$ cat config.mk
export PLATFORM = sky130hd
export DESIGN_NAME = wildcard_pattern_matcher_core_flat
export DESIGN_NICKNAME = d
export VERILOG_FILES = /design/src/sv/wpm_pkg.sv /design/src/sv/wpm_if.sv /design/src/sv/wpm_ctrl.sv /design/src/sv/wpm_datapath.sv /design/src/sv/wildcard_pattern_matcher_core.sv /design/src/flat_wrapper.sv
export SDC_FILE = /design/constraint.sdc
export NUM_CORES = 2
export LEC_CHECK = 0
export BUFFER_PORTS_ARGS = -buffer_cell sky130_fd_sc_hd__buf_2
export CAP_MARGIN = 0
export CORE_MARGIN = 2
export CORE_UTILIZATION = 50
export CTS_CLUSTER_SIZE = 10
export DETAILED_ROUTE_END_ITERATION = 12
export PLACE_DENSITY = 0.65
export SYNTH_ARGS = -nofsm -noshare
export SYNTH_HDL_FRONTEND = slang
export SYNTH_SLANG_ARGS = --single-unit
export TNS_END_PERCENT = 5
$ cat constraint.sdc
create_clock -name clk -period 3.3 [get_ports clk]
set_input_delay 0 -clock clk [delete_from_list [all_inputs] [get_ports clk]]
set_output_delay 0 -clock clk [all_outputs]
set_load 0.05 [all_outputs]
$ cat src/sv/wpm_pkg.sv
// ----------------------------------------------------------------------------
// wpm_pkg
// Shared types and constants for the wildcard pattern matcher.
// ----------------------------------------------------------------------------
package wpm_pkg;

    localparam int MAX_PATTERN = 64;
    localparam int SYMBOL_BITS = 16;

    localparam int PTR_W   = $clog2(MAX_PATTERN);
    localparam int LEN_W   = $clog2(MAX_PATTERN + 1);
    localparam int SYM_W   = 16;
    localparam int IDX_W   = 6;
    localparam int OFS_W   = 16;
    localparam int CFG_A_W = 2;
    localparam int CFG_D_W = 16;

    typedef enum logic [1:0] {
        OP_LOAD    = 2'd0,
        OP_TEXT    = 2'd1,
        OP_RESTART = 2'd2,
        OP_NOP     = 2'd3
    } opcode_t;

    localparam logic [CFG_A_W-1:0] CFG_WILDCARD = 2'd0;
    localparam logic [CFG_A_W-1:0] CFG_LENGTH   = 2'd1;

    localparam logic [SYM_W-1:0] WILDCARD_RESET = '1;
    localparam logic [LEN_W-1:0] LENGTH_RESET   = LEN_W'(1);

    typedef struct packed {
        logic pat_wr;
        logic txt_wr;
        logic restart;
        logic rd_en;
        logic res_load;
    } wpm_cmd_t;

    typedef struct packed {
        logic full_next;
        logic scan_last;
        logic out_stall;
    } wpm_status_t;

endpackage

$ cat src/sv/wpm_if.sv
// ----------------------------------------------------------------------------
// wpm interfaces
// Valid/ready channels for requests, results and register writes.
// ----------------------------------------------------------------------------
interface wpm_item_if;
    import wpm_pkg::*;

    logic               valid;
    logic               ready;
    logic [1:0]         opcode;
    logic [IDX_W-1:0]   pattern_index;
    logic [SYM_W-1:0]   symbol;

    modport source (output valid, opcode, pattern_index, symbol, input ready);
    modport sink   (input valid, opcode, pattern_index, symbol, output ready);
endinterface

interface wpm_result_if;
    import wpm_pkg::*;

    logic               valid;
    logic               ready;
    logic               match;
    logic [OFS_W-1:0]   start_position;

    modport source (output valid, match, start_position, input ready);
    modport sink   (input valid, match, start_position, output ready);
endinterface

interface wpm_cfg_if;
    import wpm_pkg::*;

    logic                 valid;
    logic                 ready;
    logic [CFG_A_W-1:0]   index;
    logic [CFG_D_W-1:0]   data;

    modport source (output valid, index, data, input ready);
    modport sink   (input valid, index, data, output ready);
endinterface

$ cat src/sv/wpm_ctrl.sv
// ----------------------------------------------------------------------------
// wpm_ctrl
// Sequencer: takes requests, walks the pattern over the window, hands off
// the result to the output register.
// ----------------------------------------------------------------------------
module wpm_ctrl (
    input  logic                  clk,
    input  logic                  rst_n,
    input  logic                  in_valid,
    output logic                  in_ready,
    input  logic [1:0]            in_opcode,
    input  wpm_pkg::wpm_status_t  status,
    output wpm_pkg::wpm_cmd_t     cmd
);
    import wpm_pkg::*;

    typedef enum logic [1:0] {
        S_IDLE,
        S_SCAN,
        S_FINISH
    } state_t;

    state_t  state_reg;
    state_t  state_next;
    opcode_t op;
    logic    accept;

    assign op       = opcode_t'(in_opcode);
    assign in_ready = (state_reg == S_IDLE);
    assign accept   = in_valid && in_ready;

    always_comb
    begin
        state_next = state_reg;
        cmd        = '0;
        unique case (state_reg)
            S_IDLE:
            begin
                if (accept)
                begin
                    unique case (op)
                        OP_LOAD:    cmd.pat_wr  = 1'b1;
                        OP_RESTART: cmd.restart = 1'b1;
                        OP_TEXT:
                        begin
                            cmd.txt_wr = 1'b1;
                            if (status.full_next)
                                state_next = S_SCAN;
                        end
                        default:    ;
                    endcase
                end
            end
            S_SCAN:
            begin
                cmd.rd_en = 1'b1;
                if (status.scan_last)
                    state_next = S_FINISH;
            end
            S_FINISH:
            begin
                // last compare lands this cycle; wait for a free output register
                if (!status.out_stall)
                begin
                    cmd.res_load = 1'b1;
                    state_next   = S_IDLE;
                end
            end
            default: state_next = S_IDLE;
        endcase
    end

    always_ff @(posedge clk or negedge rst_n)
    begin
        if (!rst_n)
            state_reg <= S_IDLE;
        else
            state_reg <= state_next;
    end

endmodule

$ cat src/sv/wpm_datapath.sv
// ----------------------------------------------------------------------------
// wpm_datapath
// Pattern and text memories, counters, compare-and-accumulate, registers
// and the output register.
// ----------------------------------------------------------------------------
module wpm_datapath (
    input  logic                  clk,
    input  logic                  rst_n,
    input  logic [wpm_pkg::IDX_W-1:0] in_pattern_index,
    input  logic [wpm_pkg::SYM_W-1:0] in_symbol,
    wpm_cfg_if.sink               cfg,
    wpm_result_if.source          result,
    input  wpm_pkg::wpm_cmd_t     cmd,
    output wpm_pkg::wpm_status_t  status
);
    import wpm_pkg::*;

    logic [SYM_W-1:0] pat_mem [MAX_PATTERN];
    logic [SYM_W-1:0] txt_mem [MAX_PATTERN];

    logic [SYM_W-1:0] wildcard_reg;
    logic [LEN_W-1:0] length_reg;
    logic [LEN_W-1:0] seen_reg;
    logic [OFS_W-1:0] next_start_reg;
    logic [PTR_W-1:0] head_reg;
    logic [PTR_W-1:0] idx_reg;
    logic [PTR_W-1:0] base_reg;
    logic [OFS_W-1:0] start_reg;
    logic             cmp_valid_reg;
    logic             acc_reg;
    logic             acc_next;
    logic             out_valid_reg;
    logic             out_match_reg;
    logic [OFS_W-1:0] out_start_reg;
    logic [SYM_W-1:0] pat_rd_reg;
    logic [SYM_W-1:0] txt_rd_reg;

    logic [LEN_W-1:0] len_eff;
    logic [LEN_W-1:0] seen_inc;
    logic [SYM_W-1:0] wc;
    logic             cmp_ok;
    logic [PTR_W-1:0] txt_rd_addr;

    // zero acts as one, anything past the store depth as the full depth
    always_comb
    begin
        if (length_reg == '0)
            len_eff = LEN_W'(1);
        else if (length_reg > LEN_W'(MAX_PATTERN))
            len_eff = LEN_W'(MAX_PATTERN);
        else
            len_eff = length_reg;
    end

    assign seen_inc = (seen_reg < LEN_W'(MAX_PATTERN)) ? seen_reg + LEN_W'(1) : seen_reg;
    assign wc       = wildcard_reg & SYM_W'({SYMBOL_BITS{1'b1}});
    assign cmp_ok   = (pat_rd_reg == wc) || (txt_rd_reg == wc) || (pat_rd_reg == txt_rd_reg);
    assign acc_next = cmp_valid_reg ? (acc_reg && cmp_ok) : acc_reg;
    assign txt_rd_addr = base_reg + idx_reg;

    assign status.full_next = (seen_inc >= len_eff);
    assign status.scan_last = ({1'b0, idx_reg} == (len_eff - LEN_W'(1)));
    assign status.out_stall = out_valid_reg && !result.ready;

    assign cfg.ready             = 1'b1;
    assign result.valid          = out_valid_reg;
    assign result.match          = out_match_reg;
    assign result.start_position = out_start_reg;

    always_ff @(posedge clk or negedge rst_n)
    begin
        if (!rst_n)
        begin
            wildcard_reg   <= WILDCARD_RESET;
            length_reg     <= LENGTH_RESET;
            seen_reg       <= '0;
            next_start_reg <= '0;
            head_reg       <= '0;
            idx_reg        <= '0;
            cmp_valid_reg  <= 1'b0;
            acc_reg        <= 1'b1;
            out_valid_reg  <= 1'b0;
        end
        else
        begin
            if (cfg.valid)
            begin
                if (cfg.index == CFG_WILDCARD)
                    wildcard_reg <= cfg.data;
                else if (cfg.index == CFG_LENGTH)
                    length_reg <= cfg.data[LEN_W-1:0];
            end

            if (cmd.restart)
            begin
                seen_reg       <= '0;
                next_start_reg <= '0;
            end
            else if (cmd.txt_wr)
            begin
                seen_reg       <= seen_inc;
                next_start_reg <= next_start_reg + OFS_W'(1);
                head_reg       <= head_reg + PTR_W'(1);
            end

            if (cmd.txt_wr)
                idx_reg <= '0;
            else if (cmd.rd_en)
                idx_reg <= idx_reg + PTR_W'(1);

            cmp_valid_reg <= cmd.rd_en;

            if (cmd.txt_wr)
                acc_reg <= 1'b1;
            else
                acc_reg <= acc_next;

            if (cmd.res_load)
                out_valid_reg <= 1'b1;
            else if (result.ready)
                out_valid_reg <= 1'b0;
        end
    end

    // payload registers
    always_ff @(posedge clk)
    begin
        if (cmd.txt_wr)
        begin
            // oldest symbol of the window ending at the new one
            base_reg  <= head_reg + PTR_W'(1) - len_eff[PTR_W-1:0];
            start_reg <= next_start_reg + OFS_W'(1) - OFS_W'(len_eff);
        end
        if (cmd.res_load)
        begin
            out_match_reg <= acc_next;
            out_start_reg <= start_reg;
        end
    end

    // pattern store
    always_ff @(posedge clk)
    begin
        if (cmd.pat_wr && (int'(in_pattern_index) < MAX_PATTERN))
            pat_mem[in_pattern_index[PTR_W-1:0]] <= in_symbol & SYM_W'({SYMBOL_BITS{1'b1}});
        pat_rd_reg <= pat_mem[idx_reg];
    end

    // text window, circular
    always_ff @(posedge clk)
    begin
        if (cmd.txt_wr)
            txt_mem[head_reg] <= in_symbol & SYM_W'({SYMBOL_BITS{1'b1}});
        txt_rd_reg <= txt_mem[txt_rd_addr];
    end

endmodule

$ cat src/sv/wildcard_pattern_matcher_core.sv
// ----------------------------------------------------------------------------
// wildcard_pattern_matcher_core
// Streaming pattern match with a wildcard symbol, one compare per cycle.
// ----------------------------------------------------------------------------
//  channel   | dir | payload                               | accepted when
//  item_in   | in  | opcode, pattern_index, symbol         | valid && ready
//  result    | out | match, start_position                 | valid && ready
//  cfg       | in  | index (0 wildcard, 1 length), data    | valid && ready
//
//  loads, restarts and text symbols that fill no window leave the sequencer idle
//  a text symbol with a result goes through the scan and finish states: one compare
//  a cycle through the single read port of each symbol memory
//  the result waits in an output register; a stalled result only holds the
//  next text symbol with a result in its finish state, loads go through until then
//  reset clears the counters and sets the wildcard and length registers to their defaults; the memories are not cleared
// ----------------------------------------------------------------------------
module wildcard_pattern_matcher_core (
    input  logic          clk,
    input  logic          rst_n,
    wpm_item_if.sink      item_in,
    wpm_result_if.source  result,
    wpm_cfg_if.sink       cfg
);
    import wpm_pkg::*;

    wpm_cmd_t    cmd;
    wpm_status_t status;

    wpm_ctrl u_ctrl (
        .clk       (clk),
        .rst_n     (rst_n),
        .in_valid  (item_in.valid),
        .in_ready  (item_in.ready),
        .in_opcode (item_in.opcode),
        .status    (status),
        .cmd       (cmd)
    );

    wpm_datapath u_datapath (
        .clk              (clk),
        .rst_n            (rst_n),
        .in_pattern_index (item_in.pattern_index),
        .in_symbol        (item_in.symbol),
        .cfg              (cfg),
        .result           (result),
        .cmd              (cmd),
        .status           (status)
    );

`ifndef NO_ASSERTIONS
    // a request that is not a text symbol never yields a result
    a_no_result_from_load: assert property (@(posedge clk) disable iff (!rst_n)
        (item_in.valid && item_in.ready && !result.valid
         && (item_in.opcode != OP_TEXT)) |=> !result.valid)
        else $error("result raised after a non-text request");

    // output register only fills from the sequencer
    a_result_from_seq: assert property (@(posedge clk) disable iff (!rst_n)
        $rose(result.valid) |-> $past(cmd.res_load))
        else $error("result valid without a load");

    // never overwrite a waiting result
    a_no_overwrite: assert property (@(posedge clk) disable iff (!rst_n)
        cmd.res_load |-> !(result.valid && !result.ready))
        else $error("waiting result overwritten");

    // no request is taken while the window is being scanned
    a_busy_scan: assert property (@(posedge clk) disable iff (!rst_n)
        cmd.rd_en |-> !item_in.ready)
        else $error("request taken during scan");
`endif

endmodule

$ cat src/flat_wrapper.sv
// flat-port wrapper written by rule: the top's interface ports become plain ports
module wildcard_pattern_matcher_core_flat import wpm_pkg::*;
  (clk, rst_n, item_in_valid, item_in_opcode, item_in_pattern_index, item_in_symbol, item_in_ready, result_valid, result_match, result_start_position, result_ready, cfg_valid, cfg_index, cfg_data, cfg_ready);
  wpm_item_if item_in_i ();
  wpm_result_if result_i ();
  wpm_cfg_if cfg_i ();
  input  logic clk;
  input  logic rst_n;
  input wire logic [$bits(item_in_i.valid)-1:0] item_in_valid;
  input wire logic [$bits(item_in_i.opcode)-1:0] item_in_opcode;
  input wire logic [$bits(item_in_i.pattern_index)-1:0] item_in_pattern_index;
  input wire logic [$bits(item_in_i.symbol)-1:0] item_in_symbol;
  output wire logic [$bits(item_in_i.ready)-1:0] item_in_ready;
  output wire logic [$bits(result_i.valid)-1:0] result_valid;
  output wire logic [$bits(result_i.match)-1:0] result_match;
  output wire logic [$bits(result_i.start_position)-1:0] result_start_position;
  input wire logic [$bits(result_i.ready)-1:0] result_ready;
  input wire logic [$bits(cfg_i.valid)-1:0] cfg_valid;
  input wire logic [$bits(cfg_i.index)-1:0] cfg_index;
  input wire logic [$bits(cfg_i.data)-1:0] cfg_data;
  output wire logic [$bits(cfg_i.ready)-1:0] cfg_ready;
  assign item_in_i.valid = item_in_valid;
  assign item_in_i.opcode = item_in_opcode;
  assign item_in_i.pattern_index = item_in_pattern_index;
  assign item_in_i.symbol = item_in_symbol;
  assign item_in_ready = item_in_i.ready;
  assign result_valid = result_i.valid;
  assign result_match = result_i.match;
  assign result_start_position = result_i.start_position;
  assign result_i.ready = result_ready;
  assign cfg_i.valid = cfg_valid;
  assign cfg_i.index = cfg_index;
  assign cfg_i.data = cfg_data;
  assign cfg_ready = cfg_i.ready;
  wildcard_pattern_matcher_core u_core (.clk(clk), .rst_n(rst_n), .item_in(item_in_i), .result(result_i), .cfg(cfg_i));
endmodule
**Yosys cells after proc, flatten, opt, wreduce, memory -nomap -nowiden**

Memories as Yosys holds them, arrays and structs flattened. A register that Yosys moved wholly into a read port is not among the register bits.
Index checks and enable logic that the tools add are counted.

- Bits of input ports: 47
- Register bits: 102
- RAM bits: 2,048
- Logic and storage cells: 91
- Output and inout bits: 20
- Memories kept: 2

- Mux-type cells: 31
- Equality and inequality tests: 14
- Reduce and logical (&&, ||, !) cells: 17
- Bitwise gates (word level): 2
- Order comparisons: 3
- $add $sub $neg: 8

Memory list:

| name | words | bits a word | read ports | clocked after memory_dff | wr ports | line | RTL |
|---|---|---|---|---|---|---|---|
| u_core.u_datapath.pat_mem | 64 | 16 | 1 | 1 | 1 | wpm_datapath.sv:18 | `logic [SYM_W-1:0] pat_mem [MAX_PATTERN];` |
| u_core.u_datapath.txt_mem | 64 | 16 | 1 | 1 | 1 | wpm_datapath.sv:19 | `logic [SYM_W-1:0] txt_mem [MAX_PATTERN];` |

Operator list:

| kind | count |
|---|---|
| $eq 16x16->1 | 3 |
| $mux 7 | 5 |
| $mux 16 | 2 |
| $add 16x1->16 const B | 1 |
| $sub 16x7->16 | 1 |
| $mux 1 | 14 |
| $add 6x1->6 const B | 2 |
| $mux 6 | 2 |
| $mux 2 | 5 |
| $ne 2x1->1 const B | 4 |
| $add 7x1->7 const B | 1 |
| $eq 6x7->1 | 1 |
| $ge 7x7->1 | 1 |
| $gt 7x7->1 const B | 1 |
| $logic_not 7->1 | 1 |
| $lt 7x7->1 const B | 1 |
| $sub 7x1->7 const B | 1 |
| $add 6x6->6 | 1 |
| $eq 2x1->1 const B | 3 |
| $logic_not 2->1 | 3 |
| $mux 3 | 2 |
| $pmux 2 s3 | 1 |
| $reduce_bool 2->1 | 3 |
| $sub 6x6->6 | 1 |
| other kinds (9) | 15 |

**Depth between registers and ports, before layout**

- Word-level depth: 8
- Gate-level depth with buffers: 13
- Mapped depth without buffers: 12

**Cells and area by module**

A second synthesis with hierarchy kept.

- Cell total of the unflattened synthesis: 3,701
- Area, all modules: 85,097.9 um^2

By module, submodules not included:

| module | area each (um^2) | cells an instance | times used | sequential area each (um^2) |
|---|---|---|---|---|
| wpm_datapath | 84,959.0 | 3,686 | 1 | 64,859.7 |
| wpm_ctrl | 138.9 | 15 | 1 | 50.0 |

**Least setup slack after synthesis**

OpenSTA, ideal clock, no wires.

- Path kind: reg-to-reg
- From: register u_core.u_ctrl.state_reg[1]
- To: memory u_core.u_datapath.txt_mem[56][0], enable pin
- Setup time: 0.389 ns
- Stages on the path, launching flop included: 8
- Period minus slack after synthesis: 3.322 ns
- Data arrival time: 2.933 ns
- Data required time: 2.911 ns
- Buffers on the path: 1
- Path slack: -0.022 ns
- Cells stage by stage: dfrtp_1 -> nor2_1 -> nand2_1 -> nor2_1 -> nand2_1 -> clkbuf_1 -> or2_2 -> nor2_1

- Longest elaborated chain between the ends: 6

Ends and longest elaborated chain:

| element | line | RTL |
|---|---|---|
| start: declaration | wpm_ctrl.sv:23 | `state_t state_reg;` |
| start signal: assignment | wpm_ctrl.sv:78 | `state_reg <= state_next;` |
| $logic_not 2->1 (*) | wpm_ctrl.sv:29 | `assign in_ready = (state_reg == S_IDLE);` |
| named net item_in_ready | flat_wrapper.sv:13 | `output wire logic [$bits(item_in_i.ready)-1:0] item_in_ready;` |
| $logic_and 1x1->1 | wpm_ctrl.sv:30 | `assign accept = in_valid && in_ready;` |
| $mux 3 | wpm_ctrl.sv:39 | `if (accept)` |
| $mux 3 (*) | wpm_ctrl.sv:36 | `unique case (state_reg)` |
| $mux 1 (*) | wpm_datapath.sv:152 | `if (cmd.txt_wr)` |
| $mux 1 (not written as such) (*) | wpm_datapath.sv:153 | `txt_mem[head_reg] <= in_symbol & SYM_W'({SYMBOL_BITS{1'b1}});` |
| end: declaration | wpm_datapath.sv:19 |  |

Mark *: on every way through the listed nets, which the timed path passes. The rest lies on a longest branch.

**Final worst setup path**

- From: register u_core.u_datapath.idx_reg[0]
- To: register u_core.u_datapath.txt_rd_reg[9], read port of u_core.u_datapath.txt_mem

- Longest elaborated chain between the ends: 1

Ends and longest elaborated chain:

| element | line | RTL |
|---|---|---|
| start: declaration | wpm_datapath.sv:26 | `logic [PTR_W-1:0] idx_reg;` |
| start signal: assignment | wpm_datapath.sv:109 | `idx_reg <= idx_reg + PTR_W'(1);` |
| $add 6x6->6 | wpm_datapath.sv:59 | `assign txt_rd_addr = base_reg + idx_reg;` |
| end: declaration | wpm_datapath.sv:36 | `logic [SYM_W-1:0] txt_rd_reg;` |

No other way between the ends.
A chain may end at the register's enable or synchronous reset.

==> flow_metrics.py <==
metrics = {
    "status": {
        "status": "finished with violations",
        "violations": "setup timing",
    },
    "timing": {
        "fin_skew_ns": 0.0652,
        "fin_crit_ns": 3.44,
        "whs_ns": 0.0304,
        "setup_violations": 13,
        "fmax_ghz": 0.291,
        "rsz0062_at_grt": "yes",
        "slew_headroom": 0.164,
        "post-route-period-util": 1.04,
        "slew_violations": 0,
        "finalWorstSetupSlack_ns": -0.139,
        "setup_tns_ns": -0.900,
        "worstMarginPinSlew_ns": 1.25,
        "final_hold_viol_count": 0,
    },
    "critical_path": {
        "path_common_cell": "mux4_2",
        "rr_endpoint": "u_core.u_datapath.txt_rd_reg[9]",
        "timing.rr.start": "u_core.u_datapath.idx_reg[0]",
        "critical-path-max-stage-delay_ns": 0.79,
        "start_kind": "flop",
        "cp_slowest_cell": "fa_4",
        "worst-r2r-setup-slack_ns": -0.14,
        "r2r_cells": 9,
        "crit_buf_inv": 3,
        "path_class": "reg -> reg",
        "worstSetupEndpointType": "flop",
        "path_delay_family": "multiplexers",
        "worstPathCellList": "ha_4, fa_4, buf_12, bufbuf_16, mux4_2, mux4_2, mux2i_4, buf_4, mux2i_1",
        "required_ns": 4.01,
        "worstPathMaxFanout": 14,
        "crit_arrival_ns": 4.15,
    },
    "synth": {
        "seq_area_frac_synth": 0.765,
        "netlist_area_sq_um": 84800,
        "syn_inst": 3693,
        "synth_edf_count": 2087,
        "avgSynthCellArea_sq_um": 23.0,
        "synth.distinct_cells": 61,
        "yosys.area_share.simple": 0.0182,
        "synth_compound_area_frac": 0.00786,
        "synth_top_area_frac": 0.739,
        "synth-xor-area-share": 0.0104,
        "synth_common_cells": "edfxtp_1 (2,087), mux4_2 (649), nor2_1 (172), clkbuf_1 (107), xnor2_1 (80)",
        "synth_nets": 3772,
        "yosysWarnings": 0,
        "synth_top_family_by_area": "multiplexers",
        "post-synth-top-count-cell": "edfxtp_1",
        "yosys-top-cells-area": "edfxtp_1 (74%), mux4_2 (17%), dfrtp_1 (1.3%), xnor2_1 (0.83%), nor2_1 (0.76%)",
        "ys_ff_latch": 2182,
        "synthArstFlopShare": 0.0289,
        "synth_ff_type": "edfxtp_1",
        "synth_top_area_cell": "edfxtp_1",
        "synthMuxAreaShare": 0.183,
        "synthAdderAreaFrac": 0.00498,
    },
    "route": {
        "drt_wl_total_mm": 199,
        "drc": 0,
        "firstDrtPassIters": 6,
        "vias": 39900,
        "ant_nets": 0,
        "wire_per_inst_um": 30.6,
        "viasPerCell": 6.12,
        "initialDrtViolationCount": 4388,
    },
    "global_routing": {
        "grtUsageMet3": 0.0420,
        "grt_overflow": 0,
        "grt_first_pass_wirelength_mm": 288,
        "grt_pass1_vias": 40600,
        "grt_max_degree": 106,
        "globalRoute.busiestLayer": "met2",
        "grt_util_met2": 0.380,
        "use_met1": 0.321,
        "track_usage": 0.233,
        "antenna_found_initial": 10,
    },
    "power": {
        "ir_drop_v": 0.000644,
        "power_uw": 81700,
        "power.density_nw_per_um2": 836,
        "power.leakage_uw": 0.0310,
    },
    "clocking": {
        "cts_root_buf": "clkbuf_16",
        "insertion_delay_ns": 0.88,
        "h-tree-depth": 4,
        "cts_max_path_buffers": 3,
        "tritoncts": "built",
        "clk_pin_slew_ns": 0.06,
        "cts_num_sinks": 2182,
        "cts_made_buffers": 239,
    },
    "placed_design": {
        "place_ws_ns": -0.512,
        "io_buffers": 65,
        "gp_congestion": 0.808,
        "dp_hpwl_mm": 114,
    },
    "floorplan": {
        "initial_utilization": 0.502,
        "rows": 151,
        "io_pins": 67,
        "die_x_um": 416,
        "dieArea_sq_um": 173000,
        "core-area_sq_um": 169000,
        "die_y_um": 416,
    },
    "hold_path": {
        "hp-start": "item_in_symbol[2]",
        "hp-class": "in -> reg",
        "hold_path_depth": 2,
        "min_to": "u_core.u_datapath.pat_mem[42][2]",
    },
    "layout": {
        "post-route-util": 0.579,
        "fin_nets": 4246,
        "drive_above_1_share": 0.312,
        "synthToLayoutAreaGrowth_pct": 15.2,
    },
    "job": {
        "maxCapViolCount": 0,
    },
}
## stage by stage
| step | instances | area [sq um] |
|---|---|---|
| after CTS | 6512 | 97700 |
| after global routing | 6513 | 97800 |
| final | 6515 | 97800 |
| after global placement | 6059 | 89900 |
| after detailed placement | 6059 | 89900 |
| after floorplan | 3693 | 84800 |
## repair_timing
item	4_1_cts	5_1_grt
setup endpoints to repair	13	17
gates cloned	1	0
hold buffers	80	0
setup buffers	4	0
endpoints found under the hold margin	1907	0
resized for setup	23	6
## layout make-up
| type | instances | area, sq um |
|---|---|---|
| Clock buffer | 348 | 6410 |
| Sequential cell | 2182 | 64900 |
| Inverter | 15 | 56.3 |
| Fill cell | 12100 | 71100 |
| Antenna cell | 3 | 7.51 |
| Timing Repair Buffer | 420 | 3890 |
| Multi-Input combinational cell | 1309 | 19300 |
| Clock inverter | 20 | 395 |
| Tap cell | 2218 | 2780 |
## placed cells by master, fill, tap and decap left out, drive strengths merged, types with 27 or more instances in the layout
cell,n
buf,340
clkbuf,348
dfrtp,45
dfxtp,32
dlygate4sd3,79
edfxtp,2087
ha,29
mux2,27
mux2i,53
mux4,653
nand2,50
nor2,173
o21ai,38
xnor2,80
## report_power, final
part           leakage [uW]  internal (uW)  switching, uW  total [uW]
sequential           0.0198          31000            624       31600
clock               0.00326          13400          10200       23600
combinational       0.00792          13400          13100       26400
## layer usage
layer | wire length [um] | up-vias
met4 | 6210 | 4
met1 | 79800 | 21500
li1 | - | 16500
met5 | 36 | -
met3 | 13800 | 296
met2 | 99600 | 1579
## worst register-to-register path, delay by kind of cell, from the launching register on
kind,cells,cell delay [ns]
fa+ha+maj,2,0.97
buf+inv,3,0.69
flops,1,0.50
mux,4,1.14
## worst max-delay path by stage
stage | cells after the start | slack, ns | endpoint | startpoint
final | 9 | -0.14 | u_core.u_datapath.txt_rd_reg[9] | u_core.u_datapath.idx_reg[0]
after global routing | 8 | -0.20 | u_core.u_datapath.txt_rd_reg[12] | u_core.u_datapath.idx_reg[0]
after global placement | 8 | -0.47 | u_core.u_datapath.txt_rd_reg[10] | u_core.u_datapath.idx_reg[0]
after CTS | 9 | -0.16 | u_core.u_datapath.txt_rd_reg[9] | u_core.u_datapath.idx_reg[0]
after floorplan | 7 | 0.26 | u_core.u_datapath.txt_mem[56][0] | u_core.u_ctrl.state_reg[1]
after detailed placement | 8 | -0.51 | u_core.u_datapath.txt_rd_reg[10] | u_core.u_datapath.idx_reg[0]
## kinds of logic after synthesis
group                    count (synthesis)
AO/OA/AOI/OAI                          105
XOR/XNOR                               101
adder cells (fa/ha/maj)                 32
buffers and inverters                  202
flip-flops                            2182
multiplexers                           733
other                                    1
AND/OR/NAND/NOR                        337
No activity file was read; power rests on OpenSTA's default activity.
